## src/sv/macs_pkg.sv

```systemverilog
`timescale 1ns / 1ps
// Shared types and constants for the moving average crossover signal block.
// No dependencies; imported by the interfaces, the core, the divider and the checker.

package macs_pkg;

	// payload widths
	localparam int PRICE_W = 24;
	localparam int KIND_W  = 2;
	localparam int TICK_W  = 32;
	localparam int QTY_W   = 48;
	localparam int TAG_W   = 8;
	localparam int SUM_W   = 32;
	localparam int CAP_W   = 32;
	localparam int LEN_W   = 9;

	// configuration port
	localparam int CFG_IDX_W  = 2;
	localparam int CFG_DATA_W = 32;

	typedef logic [CFG_IDX_W-1:0] cfg_idx_t;

	localparam cfg_idx_t REG_SHORT_LEN = 2'd0;
	localparam cfg_idx_t REG_LONG_LEN  = 2'd1;
	localparam cfg_idx_t REG_CAPITAL   = 2'd2;
	localparam cfg_idx_t REG_TAG       = 2'd3;

	// register reset values
	localparam logic [LEN_W-1:0] SHORT_LEN_RST = 9'd5;
	localparam logic [LEN_W-1:0] LONG_LEN_RST  = 9'd20;
	localparam logic [CAP_W-1:0] CAPITAL_RST   = 32'd10000;
	localparam logic [TAG_W-1:0] TAG_RST       = 8'd0;

	// order kinds
	typedef logic [KIND_W-1:0] kind_t;

	localparam kind_t KIND_BUY  = 2'd0;
	localparam kind_t KIND_SELL = 2'd1;
	localparam kind_t KIND_END  = 2'd2;

endpackage

```

## src/sv/macs_div.sv

```systemverilog
`timescale 1ns / 1ps
// Bit-serial restoring divider: one quotient bit per cycle.
// Depends on macs_pkg for the quantity and price widths.

module macs_div (
	input  logic                           clk,
	input  logic                           arst_n,
	input  logic                           start,
	input  logic [macs_pkg::QTY_W-1:0]     dividend,
	input  logic [macs_pkg::PRICE_W-1:0]   divisor,
	output logic                           done,
	output logic [macs_pkg::QTY_W-1:0]     quotient
);
	import macs_pkg::*;

	localparam int CNT_W = $clog2(QTY_W + 1);

	logic [QTY_W-1:0]   quo_q;
	logic [PRICE_W-1:0] rem_q;
	logic [PRICE_W-1:0] dvs_q;
	logic [CNT_W-1:0]   cnt_q;
	logic               run_q;
	logic               done_q;

	logic [PRICE_W:0]   trial;
	logic [PRICE_W:0]   diff;
	logic               fits;

	// one restoring step: shift in next dividend bit, subtract if it fits
	always_comb begin
		trial = {rem_q, quo_q[QTY_W-1]};
		diff  = trial - {1'b0, dvs_q};
		fits  = (trial >= {1'b0, dvs_q});
	end

	// control
	always_ff @(posedge clk or negedge arst_n) begin
		if (!arst_n) begin
			run_q  <= 1'b0;
			done_q <= 1'b0;
			cnt_q  <= '0;
		end else begin
			done_q <= run_q && !start && (cnt_q == CNT_W'(1));
			if (start) begin
				run_q <= 1'b1;
				cnt_q <= CNT_W'(QTY_W);
			end else if (run_q) begin
				cnt_q <= cnt_q - CNT_W'(1);
				if (cnt_q == CNT_W'(1))
					run_q <= 1'b0;
			end
		end
	end

	// datapath: quotient bits shift in as dividend bits shift out
	always_ff @(posedge clk) begin
		if (start) begin
			quo_q <= dividend;
			rem_q <= '0;
			dvs_q <= divisor;
		end else if (run_q) begin
			quo_q <= {quo_q[QTY_W-2:0], fits};
			rem_q <= fits ? diff[PRICE_W-1:0] : trial[PRICE_W-1:0];
		end
	end

	assign done     = done_q;
	assign quotient = quo_q;
endmodule

```

## config.mk

```make
export PLATFORM = sky130hd
export DESIGN_NAME = macs_div
export DESIGN_NICKNAME = d
export VERILOG_FILES = /design/src/sv/macs_pkg.sv /design/src/sv/macs_div.sv
export SDC_FILE = /design/constraint.sdc
export NUM_CORES = 1
export LEC_CHECK = 0
export BUFFER_PORTS_ARGS = -buffer_cell sky130_fd_sc_hd__buf_2
export CAP_MARGIN = 15
export CORE_MARGIN = 2
export CORE_UTILIZATION = 53
export CTS_BUF_LIST = sky130_fd_sc_hd__clkbuf_8
export CTS_CLUSTER_DIAMETER = 80
export CTS_CLUSTER_SIZE = 8
export DETAILED_ROUTE_END_ITERATION = 12
export GPL_ROUTABILITY_DRIVEN = 0
export PLACE_DENSITY = 0.79
export REMOVE_ABC_BUFFERS = 1
export SYNTH_ARGS = -nofsm -noshare
export SYNTH_HDL_FRONTEND = slang
export SYNTH_SLANG_ARGS = --single-unit
```

## constraint.sdc

```tcl
create_clock -name clk -period 6.8 [get_ports clk]
set_input_delay 1.7 -clock clk [delete_from_list [all_inputs] [get_ports clk]]
set_output_delay 1.7 -clock clk [all_outputs]
set_load 0.02 [all_outputs]
```

==> Word level (Yosys, flattened, before mapping) <==
Index checks and enable logic that the tools add are counted.
{ "word_totals": {"reg_bits": 104, "in_bits": 75, "out_inout_bits": 49, "wordCells": 22} }
{ "op_classes": {"n_addsub": 2, "order_cmp": 1, "n_eq_ne": 1, "n_mux": 8, "n_reduce_logical": 4} }
{ "ops": {"columns": ["operator", "count"], "rows": [
  ["$mux 48", 2],
  ["$ge 25x24->1", 1],
  ["$mux 24", 1],
  ["$sub 24x24->24", 1],
  ["$mux 6", 2],
  ["$eq 6x1->1 const B", 1],
  ["$sub 6x1->6 const B", 1],
  ["$mux 1", 3],
  ["$logic_and 1x1->1", 2],
  ["$reduce_bool 2->1", 1],
  ["$logic_not 1->1", 1]
]} }

==> Depth between registers and ports, before layout <==
Gate-level depths: netlist of run 1.
{ "logic_depth": {"ltp_word": 4, "depth_mapped": 13, "depth_no_buf": 12} }

==> Least setup slack after synthesis of run 1 <==
No wires, ideal clock.
{ "synth_path": {"path_type": "input port to flip-flop", "start": "input port start", "end": "register quo_q[0], in the netlist quotient[0], enable pin", "setup_ns": 0.403, "t_arrival_ns": 3.016, "t_required_ns": 6.397, "setup_slack_ns": 3.381, "path_stages": 3, "path_buffers": 1, "cell_sequence": "clkbuf_1 -> nor2_1 -> inv_1"} }
{ "synth_between": {"elab_chain_cells": 1} }
{ "synth_lines": {"columns": ["element", "line_no", "rtl"], "rows": [
  ["start: declaration", "macs_div.sv:8", "input logic start,"],
  ["$reduce_bool 2->1 (no source line)", null, null],
  ["end signal: assignment", "macs_div.sv:58", "quo_q <= dividend;"],
  ["end signal: assignment", "macs_div.sv:62", "quo_q <= {quo_q[QTY_W-2:0], fits};"],
  ["end: declaration", "macs_div.sv:18", "logic [QTY_W-1:0] quo_q;"]
]} }
Every way passes these cells.
A chain may end at the register's enable or synchronous reset.

==> Worst setup path after layout of run 1 <==
{ "layout_path": {"start": "input port start", "end": "register quo_q[27], in the netlist quotient[27], enable pin"} }
The elaborated chain is that of the path after synthesis.

==> results of run 1 <==
## critical path, cell delays in order
cell    delay, ps
buf_4         250
nor2_1        770
inv_2         670
## worst max path at each step
| stage | start | endpoint | slack, ps | cells past startpoint |
|---|---|---|---|---|
| after CTS | start | quotient[34]$_DFFE_PP_ | 3310 | 3 |
| after floorplan | start | quotient[0]$_DFFE_PP_ | 3410 | 2 |
| after global routing | start | rem_q[13]$_SDFFE_PP0P_ | 3110 | 4 |
| after detailed placement | start | quotient[44]$_DFFE_PP_ | 2920 | 3 |
| final | start | quotient[27]$_DFFE_PP_ | 3320 | 3 |
| after global placement | start | quotient[43]$_DFFE_PP_ | 3050 | 3 |
## layer usage
metal	vias to the layer above	GRT usage, %
li1	1922	-
met1	1899	25.90
met2	128	36.04
met3	11	7.978
met4	0	5.810
met5	-	0
## registers in the layout (all words and copies together), names as in the netlist
signal    cells
quotient     48
run_q         1
done          1
dvs_q        24
cnt_q         6
rem_q        24
## area by class of cell
class | instances | area [sq um]
clock buffers | 10 | 137.6
clock inverters | 6 | 91.34
fillers | 806 | 3735
inverters | 32 | 120.1
multi-input cells | 302 | 2409
flip-flops and latches | 104 | 2843
well taps | 136 | 170.2
repair buffers | 125 | 633.1
## cell families after synthesis
kind of cell | after synthesis | share of synthesized area, %
muxes | 65 | 13.03
adders and majority gates | 27 | 6.330
buffers and inverters | 50 | 3.738
DFF | 104 | 52.11
and+or+nand+nor | 90 | 8.349
AOI/OAI and AO/OA | 96 | 12.59
xor gates and xnor gates | 24 | 3.853
## cells in the final DEF, fill, tap and decap left out, drive strengths merged, types with 4 or more instances in the layout
cell,netlist,layout
o211ai,4,4
clkbuf,11,10
a21o,14,14
o21ai,16,16
nor2,25,25
a21oi,18,18
nand2,25,25
mux2i,17,17
edfxtp,72,72
ha,26,26
buf,7,125
o21bai,5,5
xor2,10,10
inv,32,35
and3,7,7
dfxtp,24,24
dfrtp,8,8
mux2,48,48
a211oi,16,16
and2,5,5
xnor2,14,14
nor2b,6,6
## per-stage QoR
step	hold slack [ps]	area (sq um)	instances	setup WS, ps
detailed placement	478.4	6175	699	2916
global placement	455.9	6175	699	3053
finish	490.4	6404	715	3324
global route	518.3	6404	715	3107
floorplan	441.4	5371	438	3408
CTS	491.5	6404	715	3310
## power by group through the flow
stage	Clock, mW	Combinational [mW]	Sequential (mW)
2_1_floorplan	0	0.656	0.925
3_3_place_gp	0	0.884	0.896
3_5_place_dp	0	0.897	0.899
4_1_cts	0.450	0.907	0.888
5_1_grt	0.472	1.01	0.904
6_report	0.443	0.910	0.887
==> results.tsv, run 1 <==
metric	value	unit
ranking of synthesized cells by area	edfxtp_1 (40%), mux2_2 (9.9%), dfxtp_1 (8.8%)	
number of global-route vias before repair	4032	
Clk network pwr share	19.8	%
DRC	0	
Tcrit/Tclk final	51.11	%
Nets	676	
most frequent cell after synthesis	edfxtp_1	
cell area power density	349.8	nW/um^2
metal2 WL	5.573	mm
largest net degree at the start of global routing	59	
area grow syn2layout	17.39	%
Net Sw Frac	36.04	%
full die area	11120	sq um
critical path class	in2reg	
CTS H-tree depth	3	
CTS sink count	104	
Reg clk slew, reported paths	100	ps
Reg2Reg Depth	10	
worst hold path type	reg2reg	
Worst Path Required	6760	ps
Mapped Area	5455	sq um
setup_tns	0	ps
Top Metal Used	met4	
Reg power frac	39.6	%
worst reg2reg startpoint	dvs_q[7]$_DFFE_PP_	
async set or reset register ratio after synthesis	7.692	%
overall power	2.240	mW
part of the power in combinational logic	40.6	%
Synth top cells by count	edfxtp_1 (72), mux2_2 (48), inv_1 (32)	
sequential area share after synthesis	52.11	%
Resized Gates After CTS	0	
first-pass GRT wire length	18.82	mm
clk_lat worst skew	390	ps
Primary FF master, synth	edfxtp_1	
Final ANT Viol Nets	0	
Slew @ Worst Pin	1137	ps
final setup fails	0	
fin crit period	3476	ps
CTS Hold Bufs	0	
maxcap violations	0	
Setup Buffers After CTS	0	
Metal-1 WL	4.785	mm
Worst slew margin	23.96	%
vias	3960	
core area	10140	sq um
# rows	37	
Routed WL per cell	15.93	microns
internal power	1.433	mW
Yosys reg bits	104	
maximum buffer depth of the clock tree	2	
post-DP HPWL	8.117	mm
Starting DRT DRC Count	207	
Hold Path End	rem_q[23]$_SDFFE_PP0P_	
Syn Area/Cell	11.96	sq um
RSZ-0062 raised after global routing	no	
Critical R2R Capture	rem_q[0]$_SDFFE_PP0P_	
hold depth	2	
Psw	807.2	uW
maximum clock frequency	287.7	MHz
grt ovf	0	
Worst Hold Launch	rem_q[23]$_SDFFE_PP0P_	
Yosys top cell area share	39.63	%
fraction of final layout cells sized beyond drive strength 1	34.02	%
Total Routing Usage GR	21.44	%
Initial Util	53.81	%
synth unique cells	55	
Worst Setup Start Kind	input pin	
vias per inst	5.538	
leakage dissipation	2.910	nW
clock root buffer	clkbuf_8	
CTS tree	done	
post-synthesis instance total	456	
Worst Path Arrival	3440	ps
Core Util, Final	63.16	%
reg2reg setup slack	3350	ps
Critical Path Fanout Max	49	
crit end category	flop	
antenna cells	0	
initial antenna violation count	0	
Yosys top cell by area	edfxtp_1	
# IOs	124	
die width	105.5	microns
max-slew violations	0	
Post-synth EDFFs	72	
final hold violation count	0	
status	complete, no violations	
drt pass-1 iters	5	
worst vdd ir	212.2	uV
CTS buffer count	9	
Routed WL	11.39	mm
Die Y	105.5	microns
clock skew	8.979	ps
Port Buffers	123	
Ys Warns	0	
met3 WL	905	microns
No activity file was read; power rests on OpenSTA's default activity.
==> run 2: changes to the inputs <==
--- a/config.mk
+++ b/config.mk
@@ -5,6 +5,7 @@
 export SDC_FILE = /design/constraint.sdc
 export NUM_CORES = 1
 export LEC_CHECK = 0
+export ABC_AREA = 1
 export BUFFER_PORTS_ARGS = -buffer_cell sky130_fd_sc_hd__buf_2
 export CAP_MARGIN = 15
 export CORE_MARGIN = 2
@@ -14,7 +15,7 @@
 export CTS_CLUSTER_SIZE = 8
 export DETAILED_ROUTE_END_ITERATION = 12
 export GPL_ROUTABILITY_DRIVEN = 0
-export PLACE_DENSITY = 0.79
+export PLACE_DENSITY = 0.77
 export REMOVE_ABC_BUFFERS = 1
 export SYNTH_ARGS = -nofsm -noshare
 export SYNTH_HDL_FRONTEND = slang
==> constraint.sdc (replaced) <==
create_clock -name clk -period 3.4 [get_ports clk]
set_input_delay 0.85 -clock clk [delete_from_list [all_inputs] [get_ports clk]]
set_output_delay 0.85 -clock clk [all_outputs]
set_load 0.02 [all_outputs]
==> results.tsv, run 2 <==
metric	value	unit
Top Metal Used	met4	
maxcap violations	0	
final hold violation count	0	
Reg2Reg Depth	11	
worst hold path type	in2async	
CTS tree	done	
CTS H-tree depth	3	
reg2reg setup slack	930	ps
leakage dissipation	3.856	nW
Synth top cells by count	nand2_1 (352), inv_1 (125), edfxtp_1 (72)	
fin crit period	2490	ps
worst vdd ir	395.4	uV
die width	112.4	microns
Placed Instance Area	6947	sq um
Post-Synth Simple-Gate Area	34.12	%
design area	7137	sq um
Ys Warns	0	
Slew @ Worst Pin	1073	ps
Syn Area/Cell	7.553	sq um
maximum clock frequency	401.7	MHz
met3 WL	907	microns
post-synthesis compound-gate area fraction	3.780	%
CTS Hold Bufs	0	
async set or reset register ratio after synthesis	7.692	%
# rows	39	
Critical R2R Capture	rem_q[8]$_SDFFE_PP0P_	
grt ovf	0	
Reg clk slew, reported paths	110	ps
drt pass-1 iters	5	
Worst Setup Start Kind	input pin	
RSZ-0062 raised after global routing	no	
register area	2843	sq um
Total Routing Usage GR	23.09	%
cell area power density	678.2	nW/um^2
maximum buffer depth of the clock tree	2	
crit end category	flop	
metal2 WL	6.648	mm
FILL cells	1114	
Hold Slack	286.2	ps
max reg flops	48	
area of the multi-input gates	2783	sq um
sequential area share after synthesis	45.68	%
first-pass GRT wire length	23.30	mm
Yosys reg bits	104	
CTS sink count	104	
Yosys top cell by area	edfxtp_1	
Nets	1043	
vias	5387	
Metal-1 WL	6.123	mm
vias per inst	4.947	
full die area	12620	sq um
Final ANT Viol Nets	0	
setup_tns	0	ps
Routed WL	13.91	mm
post-synthesis adder-cell area fraction	5.549	%
Resized Gates After CTS	0	
largest net degree at the start of global routing	76	
CTS buffer count	9	
Worst Path Required	3710	ps
Starting DRT DRC Count	250	
area grow syn2layout	14.68	%
max-slew violations	0	
most common cell after layout, fill and taps aside	nand2_1	
Post-synth EDFFs	72	
Initial Util	54.50	%
commonest non-fill, non-tap cells in the layout	nand2_1 (352), inv_1 (124), buf_2 (123), edfxtp_1 (72), nand3_1 (61)	
clock skew	15.59	ps
most frequent cell after synthesis	nand2_1	
Mapped Area	6223	sq um
post-synthesis instance total	824	
largest family of logic cells by synthesized area	simple AND/OR/NAND/NOR gates	
Worst slew margin	28.22	%
clock root buffer	clkbuf_8	
critical path class	in2reg	
Setup Buffers After CTS	0	
Primary FF master, synth	edfxtp_1	
worst reg2reg startpoint	dvs_q[8]$_DFFE_PP_	
Synth Area in XOR/XNOR	1.267	%
DRC	0	
Tcrit/Tclk final	73.22	%
ranking of synthesized cells by area	edfxtp_1 (35%), nand2_1 (21%), dfxtp_1 (7.7%)	
Critical Path Fanout Max	38	
Yosys top cell area share	34.74	%
initial antenna violation count	0	
antenna cells	0	
# IOs	124	
post-DP HPWL	10.13	mm
Die Y	112.4	microns
synth unique cells	39	
number of global-route vias before repair	5011	
Port Buffers	123	
status	complete, no violations	
final setup fails	0	
Worst Path Arrival	2800	ps
Routed WL per cell	12.77	microns
core area	11420	sq um
mux cell area share after synthesis	0	%
clk_lat worst skew	400	ps
fraction of final layout cells sized beyond drive strength 1	18.08	%
## run 2: layer usage
metal  up-vias  GRT usage (%)
li1       2823              -
met1      2371          29.54
met2       176          39.12
met3        17          5.454
met4         0          7.154
met5         -              0
## run 2: final cells by class
cell class	count	share of cell area, %
tap	143	2.507
clock buffer	9	1.736
sequential	104	39.83
timing repair buffer	127	9.222
inverter	129	6.785
multi-input combinational	570	38.99
clock inverter	7	0.9292
## run 2: kinds of logic (layout without fill, tap and decap cells)
logic type                 count (synthesis)  count (layout)
AOI/OAI and AO/OA                         44              44
xor gates and xnor gates                   9               9
adders and majority gates                 27              27
buffers and inverters                    150             272
DFF                                      104             104
and+or+nand+nor                          490             490
## run 2: report_power, final
group | switching (mW) | internal, mW | leakage (nW) | total [mW]
combinational | 1.52 | 0.840 | 2.71 | 2.36
sequential | 0.138 | 1.59 | 1.05 | 1.73
clock | 0.477 | 0.282 | 0.0961 | 0.759
## run 2: worst max-delay path by stage
| stage | startpoint | slack, ps | endpoint |
|---|---|---|---|
| 5_1_grt | start | 690 | cnt_q[0]$_DFFE_PN0P_ |
| 3_3_place_gp | start | 550 | quotient[29]$_DFFE_PP_ |
| 2_1_floorplan | start | 760 | quotient[0]$_DFFE_PP_ |
| 6_report | start | 910 | cnt_q[0]$_DFFE_PN0P_ |
| 4_1_cts | start | 890 | cnt_q[0]$_DFFE_PN0P_ |
| 3_5_place_dp | start | 500 | quotient[26]$_DFFE_PP_ |
## run 2: critical path: stages
cell,delay [ps]
buf_2,120
nor2_1,810
inv_2,480
buf_12,340
o21ai_0,180
## run 2: through the flow
stage               utilization (%)  total power [mW]  instances  setup WS, ps
floorplan                         -             3.540        803         761.6
global placement              60.84             4.053       1073         548.6
detailed placement            60.84             4.087       1073         500.6
CTS                           62.50             4.850       1089         886.3
global route                  62.50             5.275       1089         687.2
finish                        62.50             4.840       1089         910.4
==> run 3: changes to the inputs <==
--- a/config.mk
+++ b/config.mk
@@ -5,7 +5,7 @@
 export SDC_FILE = /design/constraint.sdc
 export NUM_CORES = 1
 export LEC_CHECK = 0
-export ABC_AREA = 1
+export ABC_AREA = 0
 export BUFFER_PORTS_ARGS = -buffer_cell sky130_fd_sc_hd__buf_2
 export CAP_MARGIN = 15
 export CORE_MARGIN = 2
@@ -15,7 +15,7 @@
 export CTS_CLUSTER_SIZE = 8
 export DETAILED_ROUTE_END_ITERATION = 12
 export GPL_ROUTABILITY_DRIVEN = 0
-export PLACE_DENSITY = 0.77
+export PLACE_DENSITY = 0.79
 export REMOVE_ABC_BUFFERS = 1
 export SYNTH_ARGS = -nofsm -noshare
 export SYNTH_HDL_FRONTEND = slang
==> constraint.sdc (replaced) <==
create_clock -name clk -period 2.4 [get_ports clk]
set_input_delay 0.6 -clock clk [delete_from_list [all_inputs] [get_ports clk]]
set_output_delay 0.6 -clock clk [all_outputs]
set_load 0.02 [all_outputs]
==> results.tsv, run 3 (synthesized netlist as in run 1, its figures left out) <==
metric	value	unit
vias	4362	
max-slew violations	0	
CTS buffer count	9	
Nets	741	
worst hold path type	in2async	
Hold Slack	36.33	ps
drt pass-1 iters	5	
design area	7158	sq um
clock root buffer	clkbuf_8	
Routed WL	13.58	mm
Critical Path Fanout Max	5	
# rows	37	
DRC	0	
Worst slew margin	61.30	%
Slowest cell on crit path	edfxtp_1	
Final ANT Viol Nets	0	
core area	10140	sq um
critical path class	reg2reg	
Metal-1 WL	5.375	mm
vias per inst	5.592	
maximum buffer depth of the clock tree	2	
worst vdd ir	626.7	uV
CTS tree	done	
max reg flops	48	
antenna cells	0	
Reg clk slew, reported paths	100	ps
fin crit period	2624	ps
leakage dissipation	3.248	nW
Die Y	105.5	microns
status	finished, violations left	
fraction of final layout cells sized beyond drive strength 1	45.19	%
cell area power density	1037	nW/um^2
Worst Path Arrival	2880	ps
Routed WL per cell	17.41	microns
area grow syn2layout	31.22	%
final hold violation count	0	
reg2reg setup slack	-220	ps
critical path cell sequence	inv_2 -> ha_4 -> a21o_1 -> a221oi_4 -> a21oi_4 -> o2111ai_2 -> nand2_2 -> a41oi_4 -> buf_6 -> buf_12 -> mux2i_1 -> a211oi_1	
Placed Instance Area	6618	sq um
slowest cell delay on critical path	390	ps
maximum clock frequency	381.1	MHz
first-pass GRT wire length	21.53	mm
FILL cells	704	
Top Metal Used	met4	
post-DP HPWL	9.505	mm
full die area	11120	sq um
violated checks	setup timing	
CTS Hold Bufs	0	
most common cell after layout, fill and taps aside	buf_2	
CP top delay family	compound AO/OA/AOI/OAI gates	
grt ovf	0	
number of global-route vias before repair	4565	
initial antenna violation count	0	
final worst slack	-223.9	ps
Total Routing Usage GR	24.72	%
Slew @ Worst Pin	572.4	ps
maxcap violations	0	
RSZ-0062 raised after global routing	yes	
crit end category	flop	
clk_lat worst skew	390	ps
clock skew	17.40	ps
met3 WL	1.019	mm
largest net degree at the start of global routing	47	
worst slack at placement	-517.0	ps
Worst Setup Start Kind	flop	
CTS sink count	104	
metal2 WL	6.838	mm
# IOs	124	
CTS H-tree depth	3	
Port Buffers	123	
commonest non-fill, non-tap cells in the layout	buf_2 (122), edfxtp_1 (72), buf_4 (55), mux2_2 (48), inv_1 (28)	
overall power	7.423	mW
die width	105.5	microns
final setup fails	25	
Starting DRT DRC Count	201	
worst path bufs/invs	3	
Tcrit/Tclk final	109.3	%
Initial Util	53.81	%
Worst Path Required	2660	ps
## run 3: cell count changes in the layout (fill, tap and decap cells not counted), moves of 7 or more
cell | before | now
buf_4 | 3 | 55
nor2_1 | 32 | 25
nand3_2 | 8 | 0
nand2_1 | 352 | 24
mux2i_1 | 0 | 16
a21o_1 | 0 | 14
nand3b_1 | 12 | 0
inv_1 | 124 | 28
xor2_1 | 0 | 10
nand3_1 | 61 | 3
mux2_2 | 0 | 48
buf_6 | 0 | 9
a211oi_1 | 0 | 11
## run 3: final timing paths
path,startpoint,endpoint,depth (start not counted)
min reg2reg,rem_q[18]$_SDFFE_PP0P_,rem_q[18]$_SDFFE_PP0P_,2
min,arst_n,cnt_q[4]$_DFFE_PN0P_,1
max in group asynchronous,arst_n,cnt_q[1]$_DFFE_PN0P_,1
min in group clk,divisor[1],dvs_q[1]$_DFFE_PP_,1
max,dvs_q[4]$_DFFE_PP_,rem_q[17]$_SDFFE_PP0P_,12
max reg2reg,dvs_q[4]$_DFFE_PP_,rem_q[17]$_SDFFE_PP0P_,12
## run 3: per-stage QoR
stage,TNS (ps),instances,utilization (%)
after floorplan,-17640,438,-
after global placement,-5024,753,65.27
after detailed placement,-6618,753,65.27
after CTS,-2991,776,69.91
after global routing,-7009,780,70.60
final,-4126,780,70.60
## run 3: cell type report
cell class                      count  area [sq um]  area share [%]
Tap cell                          136         170.2           2.377
Inverter                           32         120.1           1.678
Multi-Input combinational cell    302          2624           36.65
Clock inverter                      7         72.57           1.014
Clock buffer                        9         123.9           1.730
Sequential cell                   104          2843           39.71
Timing Repair Buffer              190          1205           16.83
## run 3: worst register-to-register path, stage by stage, from the launching register on
cell       delay, ps
edfxtp_1         390
inv_2             80
ha_4             190
a21o_1           220
a221oi_4         330
a21oi_4          120
o2111ai_2        190
nand2_2          110
a41oi_4          320
buf_6            190
buf_12           110
mux2i_1          170
a211oi_1          90
## run 3: routing by layer
metal / global-route usage (%) / up-vias
met5: 0 / -
met4: 10.57 / 0
met3: 7.421 / 33
met2: 42.86 / 181
met1: 28.23 / 2100
li1: - / 2048
## run 3: where the power goes
group / internal, mW / switching (mW)
sequential: 2.28 / 0.247
combinational: 1.90 / 1.87
clock: 0.486 / 0.641
## run 3: what timing repair did
action                     CTS  global route
gates cloned                 1             0
pin swaps                   32            20
gates resized for setup     46            13
setup buffers                6             6
setup endpoints to repair   24            25
